--- src/sar_pkg.sv ---
// Shared types and constants for the shelf atlas allocator.
// Used by sar_fit and shelf_atlas_allocator; depends on nothing.
`default_nettype none

package sar_pkg;

    // Defaults for the top-level parameters.
    localparam int PAGE_WIDTH_DEF  = 256;
    localparam int PAGE_HEIGHT_DEF = 256;
    localparam int ROW_STEP_DEF    = 4;
    localparam int MAX_PAGES_DEF   = 16;

    // Port widths of the request and result fields.
    localparam int RECT_W  = 12;
    localparam int PAGE_OW = 4;
    localparam int POSX_W  = 8;
    localparam int GEN_W   = 16;

    // Page sizes never exceed 256, so 9 bits hold any width, height or row.
    localparam int DIM_W = 9;

    // Reciprocal divide of a 9-bit value by a step of at most 16.
    localparam int DIV_SHIFT = 13;
    localparam int RECIP_W   = 14;

    // Request codes on the action input.
    localparam logic ACT_ALLOC = 1'b0;
    localparam logic ACT_CLEAR = 1'b1;

    typedef enum logic [4:0] {
        S_IDLE  = 5'b00001,
        S_DIV   = 5'b00010,
        S_SHELF = 5'b00100,
        S_SCAN  = 5'b01000,
        S_PICK  = 5'b10000
    } state_t;

    // Control from the sequencer to the best-fit compare unit.
    typedef struct packed {
        logic init;
        logic valid;
    } fit_ctl_t;

endpackage

`default_nettype wire

--- src/sar_ram.sv ---
// Generic single-write, single-read RAM with a registered read port.
// Stand-alone; no package dependency.
`default_nettype none

module sar_ram #(
    parameter int WIDTH = 8,
    parameter int DEPTH = 16
) (
    input  wire logic                                 clk,
    input  wire logic                                 we,
    input  wire logic [(DEPTH > 1 ? $clog2(DEPTH) : 1)-1:0] waddr,
    input  wire logic [WIDTH-1:0]                     wdata,
    input  wire logic                                 re,
    input  wire logic [(DEPTH > 1 ? $clog2(DEPTH) : 1)-1:0] raddr,
    output logic      [WIDTH-1:0]                     rdata
);

    logic [WIDTH-1:0] mem_reg [DEPTH];

    always_ff @(posedge clk)
    begin
        if (we)
        begin
            mem_reg[waddr] <= wdata;
        end
        if (re)
        begin
            rdata <= mem_reg[raddr];
        end
    end

endmodule

`default_nettype wire

--- src/sar_fit.sv ---
// Best-fit compare unit: tracks the page with the least free height that still fits.
// Depends on sar_pkg for the control struct and dimension width.
`default_nettype none

module sar_fit #(
    parameter int PAGE_AW = 4
) (
    input  wire logic                     clk,
    input  wire logic                     rst_n,
    input  wire sar_pkg::fit_ctl_t        ctl,
    input  wire logic [PAGE_AW-1:0]       page,
    input  wire logic [sar_pkg::DIM_W-1:0] free_height,
    input  wire logic [sar_pkg::DIM_W-1:0] need,
    output logic                          found,
    output logic [PAGE_AW-1:0]            best,
    output logic [sar_pkg::DIM_W-1:0]     best_free
);

    logic                      found_reg, found_next;
    logic [PAGE_AW-1:0]        best_reg, best_next;
    logic [sar_pkg::DIM_W-1:0] best_free_reg, best_free_next;
    logic                      take;

    // Later pages win ties, so the compare is less-or-equal.
    assign take = ctl.valid && (free_height >= need)
                  && (!found_reg || (free_height <= best_free_reg));

    always_comb
    begin
        found_next     = found_reg;
        best_next      = best_reg;
        best_free_next = best_free_reg;
        if (ctl.init)
        begin
            found_next = 1'b0;
        end
        else if (take)
        begin
            found_next     = 1'b1;
            best_next      = page;
            best_free_next = free_height;
        end
    end

    always_ff @(posedge clk or negedge rst_n)
    begin
        if (!rst_n)
        begin
            found_reg <= 1'b0;
        end
        else
        begin
            found_reg <= found_next;
        end
    end

    always_ff @(posedge clk)
    begin
        best_reg      <= best_next;
        best_free_reg <= best_free_next;
    end

    assign found     = found_reg;
    assign best      = best_reg;
    assign best_free = best_free_reg;

endmodule

`default_nettype wire

--- src/shelf_atlas_allocator.sv ---
// Shelf-packing atlas allocator. A clear gives its result in the cycle after the transfer.
// An allocate that fits its open shelf passes through S_DIV and S_SHELF before its result;
// one that opens a shelf passes through S_DIV, S_SHELF, S_SCAN and S_PICK, as the best-fit
// scan reads one page entry per cycle from the page RAM, one for each open page. busy is
// high until the result cycle, which overlaps the next transfer; the receiver cannot stall.
// Reset clears all shelf valid bits, the page count and the generation count.
`default_nettype none

module shelf_atlas_allocator #(
    parameter int PAGE_WIDTH  = sar_pkg::PAGE_WIDTH_DEF,
    parameter int PAGE_HEIGHT = sar_pkg::PAGE_HEIGHT_DEF,
    parameter int ROW_STEP    = sar_pkg::ROW_STEP_DEF,
    parameter int MAX_PAGES   = sar_pkg::MAX_PAGES_DEF
) (
    input  wire logic                        clk,
    input  wire logic                        rst_n,
    input  wire logic                        start,
    output logic                             busy,
    input  wire logic                        action,
    input  wire logic [sar_pkg::RECT_W-1:0]  rect_width,
    input  wire logic [sar_pkg::RECT_W-1:0]  rect_height,
    output logic                             done,
    output logic                             ok,
    output logic [sar_pkg::PAGE_OW-1:0]      page_index,
    output logic [sar_pkg::POSX_W-1:0]       pos_x,
    output logic [sar_pkg::DIM_W-1:0]        pos_y,
    output logic [sar_pkg::GEN_W-1:0]        generation
);

    localparam int SHELF_COUNT = PAGE_HEIGHT / ROW_STEP + 1;
    localparam int SHELF_AW    = $clog2(SHELF_COUNT);
    localparam int PAGE_AW     = (MAX_PAGES > 1) ? $clog2(MAX_PAGES) : 1;
    localparam int PCNT_W      = $clog2(MAX_PAGES + 1);
    localparam int DW          = sar_pkg::DIM_W;
    localparam int SHELF_DW    = PAGE_AW + 2 * DW;
    localparam int RECIP       = ((2 ** sar_pkg::DIV_SHIFT) + ROW_STEP - 1) / ROW_STEP;
    localparam int MUL_W       = DW + sar_pkg::RECIP_W;

    localparam logic [DW-1:0]     PW_C   = DW'(PAGE_WIDTH);
    localparam logic [DW-1:0]     PH_C   = DW'(PAGE_HEIGHT);
    localparam logic [PCNT_W-1:0] MAXP_C = PCNT_W'(MAX_PAGES);

    sar_pkg::state_t state_reg, state_next;

    logic [SHELF_COUNT-1:0]     valid_reg, valid_next;
    logic [PCNT_W-1:0]          pages_used_reg, pages_used_next;
    logic [sar_pkg::GEN_W-1:0]  clear_count_reg, clear_count_next;
    logic [DW-1:0]              w_reg, w_next;
    logic [DW-1:0]              v_reg, v_next;
    logic [SHELF_AW-1:0]        idx_reg, idx_next;
    logic [DW-1:0]              sh_reg, sh_next;
    logic [PCNT_W-1:0]          scan_reg, scan_next;
    logic                       pend_reg, pend_next;
    logic [PAGE_AW-1:0]         pend_page_reg, pend_page_next;

    logic                       done_reg, done_next;
    logic                       ok_reg, ok_next;
    logic [sar_pkg::PAGE_OW-1:0] page_reg, page_next;
    logic [sar_pkg::POSX_W-1:0] x_reg, x_next;
    logic [DW-1:0]              y_reg, y_next;
    logic [sar_pkg::GEN_W-1:0]  gen_reg, gen_next;

    // Datapath signals
    logic [sar_pkg::RECT_W:0]   h_sum;
    logic [MUL_W-1:0]           div_prod;
    logic [SHELF_AW-1:0]        idx_calc;

    logic                       shelf_we, shelf_re;
    logic [SHELF_DW-1:0]        shelf_wdata, shelf_rdata;
    logic [PAGE_AW-1:0]         rd_page;
    logic [DW-1:0]              rd_free, rd_row, hit_free;
    logic                       hit;

    logic                       page_we, page_re;
    logic [PAGE_AW-1:0]         page_waddr;
    logic [DW-1:0]              page_wdata, page_rdata;
    logic                       issue;

    sar_pkg::fit_ctl_t          fit_ctl;
    logic                       fit_found;
    logic [PAGE_AW-1:0]         fit_best, new_page;
    logic [DW-1:0]              fit_best_free, base_free, new_free, fresh_free;

    assign h_sum    = {1'b0, rect_height} + (sar_pkg::RECT_W + 1)'(ROW_STEP - 1);
    // Divide by the row step through a reciprocal; exact for every 9-bit value.
    assign div_prod = MUL_W'(v_reg) * MUL_W'(RECIP);
    assign idx_calc = div_prod[sar_pkg::DIV_SHIFT +: SHELF_AW];

    assign {rd_page, rd_free, rd_row} = shelf_rdata;
    assign hit      = valid_reg[idx_reg] && (rd_free >= w_reg);
    assign hit_free = rd_free - w_reg;

    assign issue      = state_reg == sar_pkg::S_SCAN && scan_reg < pages_used_reg;
    assign new_page   = fit_found ? fit_best : pages_used_reg[PAGE_AW-1:0];
    assign base_free  = fit_found ? fit_best_free : PH_C;
    assign new_free   = base_free - sh_reg;
    assign fresh_free = PW_C - w_reg;

    always_comb
    begin
        state_next       = state_reg;
        valid_next       = valid_reg;
        pages_used_next  = pages_used_reg;
        clear_count_next = clear_count_reg;
        w_next           = w_reg;
        v_next           = v_reg;
        idx_next         = idx_reg;
        sh_next          = sh_reg;
        scan_next        = scan_reg;
        pend_next        = 1'b0;
        pend_page_next   = pend_page_reg;
        done_next        = 1'b0;
        ok_next          = ok_reg;
        page_next        = page_reg;
        x_next           = x_reg;
        y_next           = y_reg;
        gen_next         = gen_reg;
        shelf_we         = 1'b0;
        shelf_re         = 1'b0;
        shelf_wdata      = {rd_page, hit_free, rd_row};
        page_we          = 1'b0;
        page_re          = 1'b0;
        page_waddr       = new_page;
        page_wdata       = new_free;
        fit_ctl.init     = 1'b0;
        fit_ctl.valid    = 1'b0;

        unique case (state_reg)
            sar_pkg::S_IDLE:
            begin
                if (start)
                begin
                    if (action == sar_pkg::ACT_CLEAR)
                    begin
                        valid_next       = '0;
                        pages_used_next  = '0;
                        clear_count_next = clear_count_reg + 1'b1;
                        done_next        = 1'b1;
                        ok_next          = 1'b1;
                        page_next        = '0;
                        x_next           = '0;
                        y_next           = '0;
                        gen_next         = clear_count_reg + 1'b1;
                    end
                    else
                    begin
                        w_next     = (rect_width > sar_pkg::RECT_W'(PAGE_WIDTH))
                                     ? PW_C : rect_width[DW-1:0];
                        v_next     = (h_sum > (sar_pkg::RECT_W + 1)'(PAGE_HEIGHT))
                                     ? PH_C : h_sum[DW-1:0];
                        state_next = sar_pkg::S_DIV;
                    end
                end
            end
            sar_pkg::S_DIV:
            begin
                idx_next   = idx_calc;
                shelf_re   = 1'b1;
                state_next = sar_pkg::S_SHELF;
            end
            sar_pkg::S_SHELF:
            begin
                sh_next = DW'(idx_reg * ROW_STEP);
                if (hit)
                begin
                    shelf_we   = 1'b1;
                    done_next  = 1'b1;
                    ok_next    = 1'b1;
                    page_next  = sar_pkg::PAGE_OW'(rd_page);
                    x_next     = hit_free[sar_pkg::POSX_W-1:0];
                    y_next     = rd_row;
                    gen_next   = clear_count_reg;
                    state_next = sar_pkg::S_IDLE;
                end
                else
                begin
                    fit_ctl.init = 1'b1;
                    scan_next    = '0;
                    state_next   = sar_pkg::S_SCAN;
                end
            end
            sar_pkg::S_SCAN:
            begin
                // Read one page per cycle; the compare takes each read in the cycle after it.
                fit_ctl.valid = pend_reg;
                if (issue)
                begin
                    page_re        = 1'b1;
                    pend_next      = 1'b1;
                    pend_page_next = scan_reg[PAGE_AW-1:0];
                    scan_next      = scan_reg + 1'b1;
                end
                else if (!pend_reg)
                begin
                    state_next = sar_pkg::S_PICK;
                end
            end
            sar_pkg::S_PICK:
            begin
                done_next  = 1'b1;
                gen_next   = clear_count_reg;
                state_next = sar_pkg::S_IDLE;
                if (!fit_found && pages_used_reg >= MAXP_C)
                begin
                    ok_next   = 1'b0;
                    page_next = '0;
                    x_next    = '0;
                    y_next    = '0;
                end
                else
                begin
                    page_we     = 1'b1;
                    shelf_we    = 1'b1;
                    shelf_wdata = {new_page, fresh_free, new_free};
                    valid_next[idx_reg] = 1'b1;
                    if (!fit_found)
                    begin
                        pages_used_next = pages_used_reg + 1'b1;
                    end
                    ok_next   = 1'b1;
                    page_next = sar_pkg::PAGE_OW'(new_page);
                    x_next    = fresh_free[sar_pkg::POSX_W-1:0];
                    y_next    = new_free;
                end
            end
            default:
            begin
                state_next = sar_pkg::S_IDLE;
            end
        endcase
    end

    always_ff @(posedge clk or negedge rst_n)
    begin
        if (!rst_n)
        begin
            state_reg       <= sar_pkg::S_IDLE;
            valid_reg       <= '0;
            pages_used_reg  <= '0;
            clear_count_reg <= '0;
            pend_reg        <= 1'b0;
            done_reg        <= 1'b0;
        end
        else
        begin
            state_reg       <= state_next;
            valid_reg       <= valid_next;
            pages_used_reg  <= pages_used_next;
            clear_count_reg <= clear_count_next;
            pend_reg        <= pend_next;
            done_reg        <= done_next;
        end
    end

    always_ff @(posedge clk)
    begin
        w_reg         <= w_next;
        v_reg         <= v_next;
        idx_reg       <= idx_next;
        sh_reg        <= sh_next;
        scan_reg      <= scan_next;
        pend_page_reg <= pend_page_next;
        ok_reg        <= ok_next;
        page_reg      <= page_next;
        x_reg         <= x_next;
        y_reg         <= y_next;
        gen_reg       <= gen_next;
    end

    sar_ram #(
        .WIDTH (SHELF_DW),
        .DEPTH (SHELF_COUNT)
    ) u_shelf_ram (
        .clk   (clk),
        .we    (shelf_we),
        .waddr (idx_reg),
        .wdata (shelf_wdata),
        .re    (shelf_re),
        .raddr (idx_calc),
        .rdata (shelf_rdata)
    );

    sar_ram #(
        .WIDTH (DW),
        .DEPTH (MAX_PAGES)
    ) u_page_ram (
        .clk   (clk),
        .we    (page_we),
        .waddr (page_waddr),
        .wdata (page_wdata),
        .re    (page_re),
        .raddr (scan_reg[PAGE_AW-1:0]),
        .rdata (page_rdata)
    );

    sar_fit #(
        .PAGE_AW (PAGE_AW)
    ) u_fit (
        .clk         (clk),
        .rst_n       (rst_n),
        .ctl         (fit_ctl),
        .page        (pend_page_reg),
        .free_height (page_rdata),
        .need        (sh_reg),
        .found       (fit_found),
        .best        (fit_best),
        .best_free   (fit_best_free)
    );

    assign busy       = !state_reg[0];
    assign done       = done_reg;
    assign ok         = ok_reg;
    assign page_index = page_reg;
    assign pos_x      = x_reg;
    assign pos_y      = y_reg;
    assign generation = gen_reg;

endmodule

`default_nettype wire
--- config.mk ---
export PLATFORM = sky130hd
export DESIGN_NAME = shelf_atlas_allocator
export DESIGN_NICKNAME = d
export VERILOG_FILES = /design/src/sar_pkg.sv /design/src/sar_ram.sv /design/src/sar_fit.sv /design/src/shelf_atlas_allocator.sv
export SDC_FILE = /design/constraint.sdc
export NUM_CORES = 2
export LEC_CHECK = 0
export ABC_AREA = 1
export BUFFER_PORTS_ARGS = -buffer_cell sky130_fd_sc_hd__buf_4
export CAP_MARGIN = 20
export CORE_AREA = 2 2 365 367
export DETAILED_ROUTE_END_ITERATION = 8
export DIE_AREA = 0 0 367 369
export PLACE_DENSITY = 0.79
export SYNTH_ARGS = -nofsm -noshare
export SYNTH_HDL_FRONTEND = slang
export SYNTH_SLANG_ARGS = --single-unit
--- constraint.sdc ---
create_clock -name clk -period 7.6 [get_ports clk]
set_input_delay 0.38 -clock clk [delete_from_list [all_inputs] [get_ports clk]]
set_output_delay 0.38 -clock clk [all_outputs]
set_load 0.05 [all_outputs]
==> impl_metrics.py <==
metrics = {
    "layout": {
        "fin_cells": 7954,
        "layout_common_cells": "edfxtp_1, nand2_1, nor2_1",
        "nets": 6136,
        "layout_commonest_cell": "edfxtp_1",
        "largest_reg_flops": 1430,
        "fin_area_um2": 81500,
        "synthToLayoutAreaGrowth_pct": 11.5,
        "drive_gt1_share_pct": 8.89,
    },
    "power": {
        "swShare_pct": 29.2,
        "power.share.sequential_pct": 48.1,
        "power_leakage_nw": 27.8,
        "p_total_mw": 24.2,
        "worst_ir_drop_vdd_mv": 0.274,
        "clkPwrFrac_pct": 34.1,
        "switchingPower_mw": 7.05,
        "combPwrFrac_pct": 17.8,
        "powerDensity_nw_per_um2": 297,
        "internal_power_mw": 17.1,
    },
    "critical_path": {
        "path_class": "reg2reg",
        "start_kind": "register",
        "required_ns": 8.14,
        "worstPathMaxFanout": 53,
        "endpoint_kind": "register",
        "arrival_ns": 5.34,
    },
    "placement": {
        "port_buffers": 67,
        "dp.cells": 7627,
        "gp_congestion": 0.913,
        "dpl_cell_area_um2": 75800,
        "hpwl_um": 102000,
        "post-place-ws_ns": 2.15,
    },
    "synthesis": {
        "ys_seq_elements": 1789,
        "synth_simple_gate_area_share_pct": 12.1,
        "ys_types": 46,
        "synth_edf_count": 1695,
        "ys.warnings.count": 0,
        "synth_fa_ha_area_share_pct": 0.723,
        "seq_area_frac_synth_pct": 72.9,
        "netlist_area_um2": 73000,
        "synth_top_family_by_area": "simple AND/OR/NAND/NOR gates",
        "synth_compound_area_share_pct": 10.6,
        "syn_avg_cell_area_um2": 12.1,
        "synthXorXnorAreaFrac_pct": 0.384,
        "postSynthCellCount": 6058,
        "async_flop_share_pct": 5.25,
        "syn-num-nets": 6127,
        "muxShareOfSynthArea_pct": 0.164,
        "yosys_most_used_dff": "edfxtp_1",
    },
    "detailed_routing": {
        "drtIter0Drc": 8471,
        "firstDrtPassIters": 8,
        "wl_per_cell_um": 24.3,
        "via_count": 50100,
        "ant_nets": 0,
        "drc": 0,
        "routed_wirelength_um": 194000,
        "viasPerCell": 6.30,
    },
    "clock_tree": {
        "tritoncts": "yes",
        "cts.root.buffer_cell": "clkbuf_16",
        "insertion_delay_ns": 0.82,
        "cts_setup_buffers": 0,
        "cts_num_sinks": 1789,
        "cts_buffers": 167,
        "clock_path_buffers": 3,
        "clkTransAtPathRegs_ns": 0.06,
        "htree_levels": 4,
        "ctsResizeCount": 0,
        "postCtsHoldBufs": 20,
    },
    "grt": {
        "grt-ovfl-total": 0,
        "antenna_found_initial": 2,
        "grt_pass1_vias": 47500,
        "grtUsageTotal_pct": 28.0,
        "grt_max_degree": 232,
        "grt_pass1_wl_um": 287000,
    },
    "sta": {
        "setup_slack_ns": 2.81,
        "max-slew-margin-rel_pct": 21.4,
        "min_period_ns": 4.79,
        "rsz0062_at_grt": "false",
        "fin_crit_sh_pct": 63.1,
        "hold_viol_final": 0,
        "tns_ns": 0,
        "slew_viol_final": 0,
        "setup_viol": 0,
        "clock-skew-final_ns": 0.0303,
        "timing.fmax_mhz": 209,
        "worst_pin_slew_ns": 1.18,
    },
    "floorplan": {
        "initial_core_util_pct": 55.7,
        "die-width_um": 367,
        "row_count": 133,
        "ios": 68,
        "die-area_um2": 135000,
        "die-height_um": 369,
        "core_um2": 131000,
    },
    "flow_run": {
        "cap_violations": 0,
    },
    "worst_hold_path": {
        "hold_path.class": "in2reg",
    },
    "run_status": {
        "status": "complete, no violations",
    },
}
metal layers:
layer	up-vias	routed length [um]	global-route usage [%]
met2	3525	90000	43.8
li1	21800	-	-
met3	530	23200	5.51
met1	24200	70100	37.6
met4	2	10300	14.4
met5	-	17	0
cell families (layout without fill, tap and decap cells):
| logic type | after synthesis | after routing |
|---|---|---|
| AOI/OAI and AO/OA | 1398 | 1398 |
| muxes | 12 | 12 |
| DFF | 1789 | 1789 |
| xor gates and xnor gates | 32 | 32 |
| other | 0 | 1 |
| buffers and inverters | 560 | 700 |
| adders and majority gates | 41 | 41 |
| and+or+nand+nor | 2226 | 2226 |
layout make-up:
| type | instances | area (um2) |
|---|---|---|
| clock inverter | 88 | 907 |
| clock buffer | 212 | 4440 |
| inverter | 170 | 659 |
| antenna | 1 | 2.50 |
| multi-input combinational | 3709 | 18100 |
| timing repair buffer | 230 | 1940 |
| tap | 1755 | 2200 |
| sequential | 1789 | 53300 |
| fill | 9381 | 49700 |
worst max-delay path, stage by stage (launching register included):
cell and delay [ns]:
dfrtp_1 0.58, nor2_1 0.25, inv_1 0.11, nand2_4 0.60, nand2_1 0.14, nand2_2 0.75
nor2_4 0.09, buf_12 0.23, inv_2 0.70, nand3_2 0.65, buf_16 0.39
through the flow:
step,utilization (%),hold WS (ns)
floorplan,-,0.0844
global placement,57.8,0.230
detailed placement,57.8,0.234
CTS,62.0,0.00222
global route,62.1,0.0388
finish,62.1,0.0657
power by group through the flow:
stage / clock network (mW) / registers (mW) / logic [mW]
6_report: 8.24 / 11.6 / 4.31
5_1_grt: 8.66 / 11.6 / 4.56
4_1_cts: 8.29 / 11.6 / 4.14
3_5_place_dp: 0 / 11.8 / 4.10
3_3_place_gp: 0 / 11.8 / 3.99
2_1_floorplan: 0 / 12.3 / 2.23
cells in the mapped netlist, types with 39 or more instances:
cell	instances	area (um2)
edfxtp_1	1695	50900
o21ai_0	815	4080
dfrtp_1	93	2330
a21oi_1	112	561
clkbuf_1	277	1040
nor2_1	929	3490
o21a_1	43	323
ha_1	39	488
o22ai_1	357	2230
nand3_1	301	1510
buf_2	81	405
inv_1	157	589
nand2_1	952	3570
final timing paths:
kind                                   from                   to  slack [ns]  cells past startpoint
max                             u_fit.found        generation[9]        2.81                     10
min                          rect_height[4]             v_reg[4]        0.07                      3
max reg2reg                     u_fit.found        generation[9]        2.81                     10
min reg2reg                pend_page_reg[1]        u_fit.best[1]        0.42                      0
max in group asynchronous             rst_n   clear_count_reg[1]        6.57                      3
min in group asynchronous             rst_n  clear_count_reg[10]        0.11                      3
Note: power is estimated with default switching activity, not from simulation.
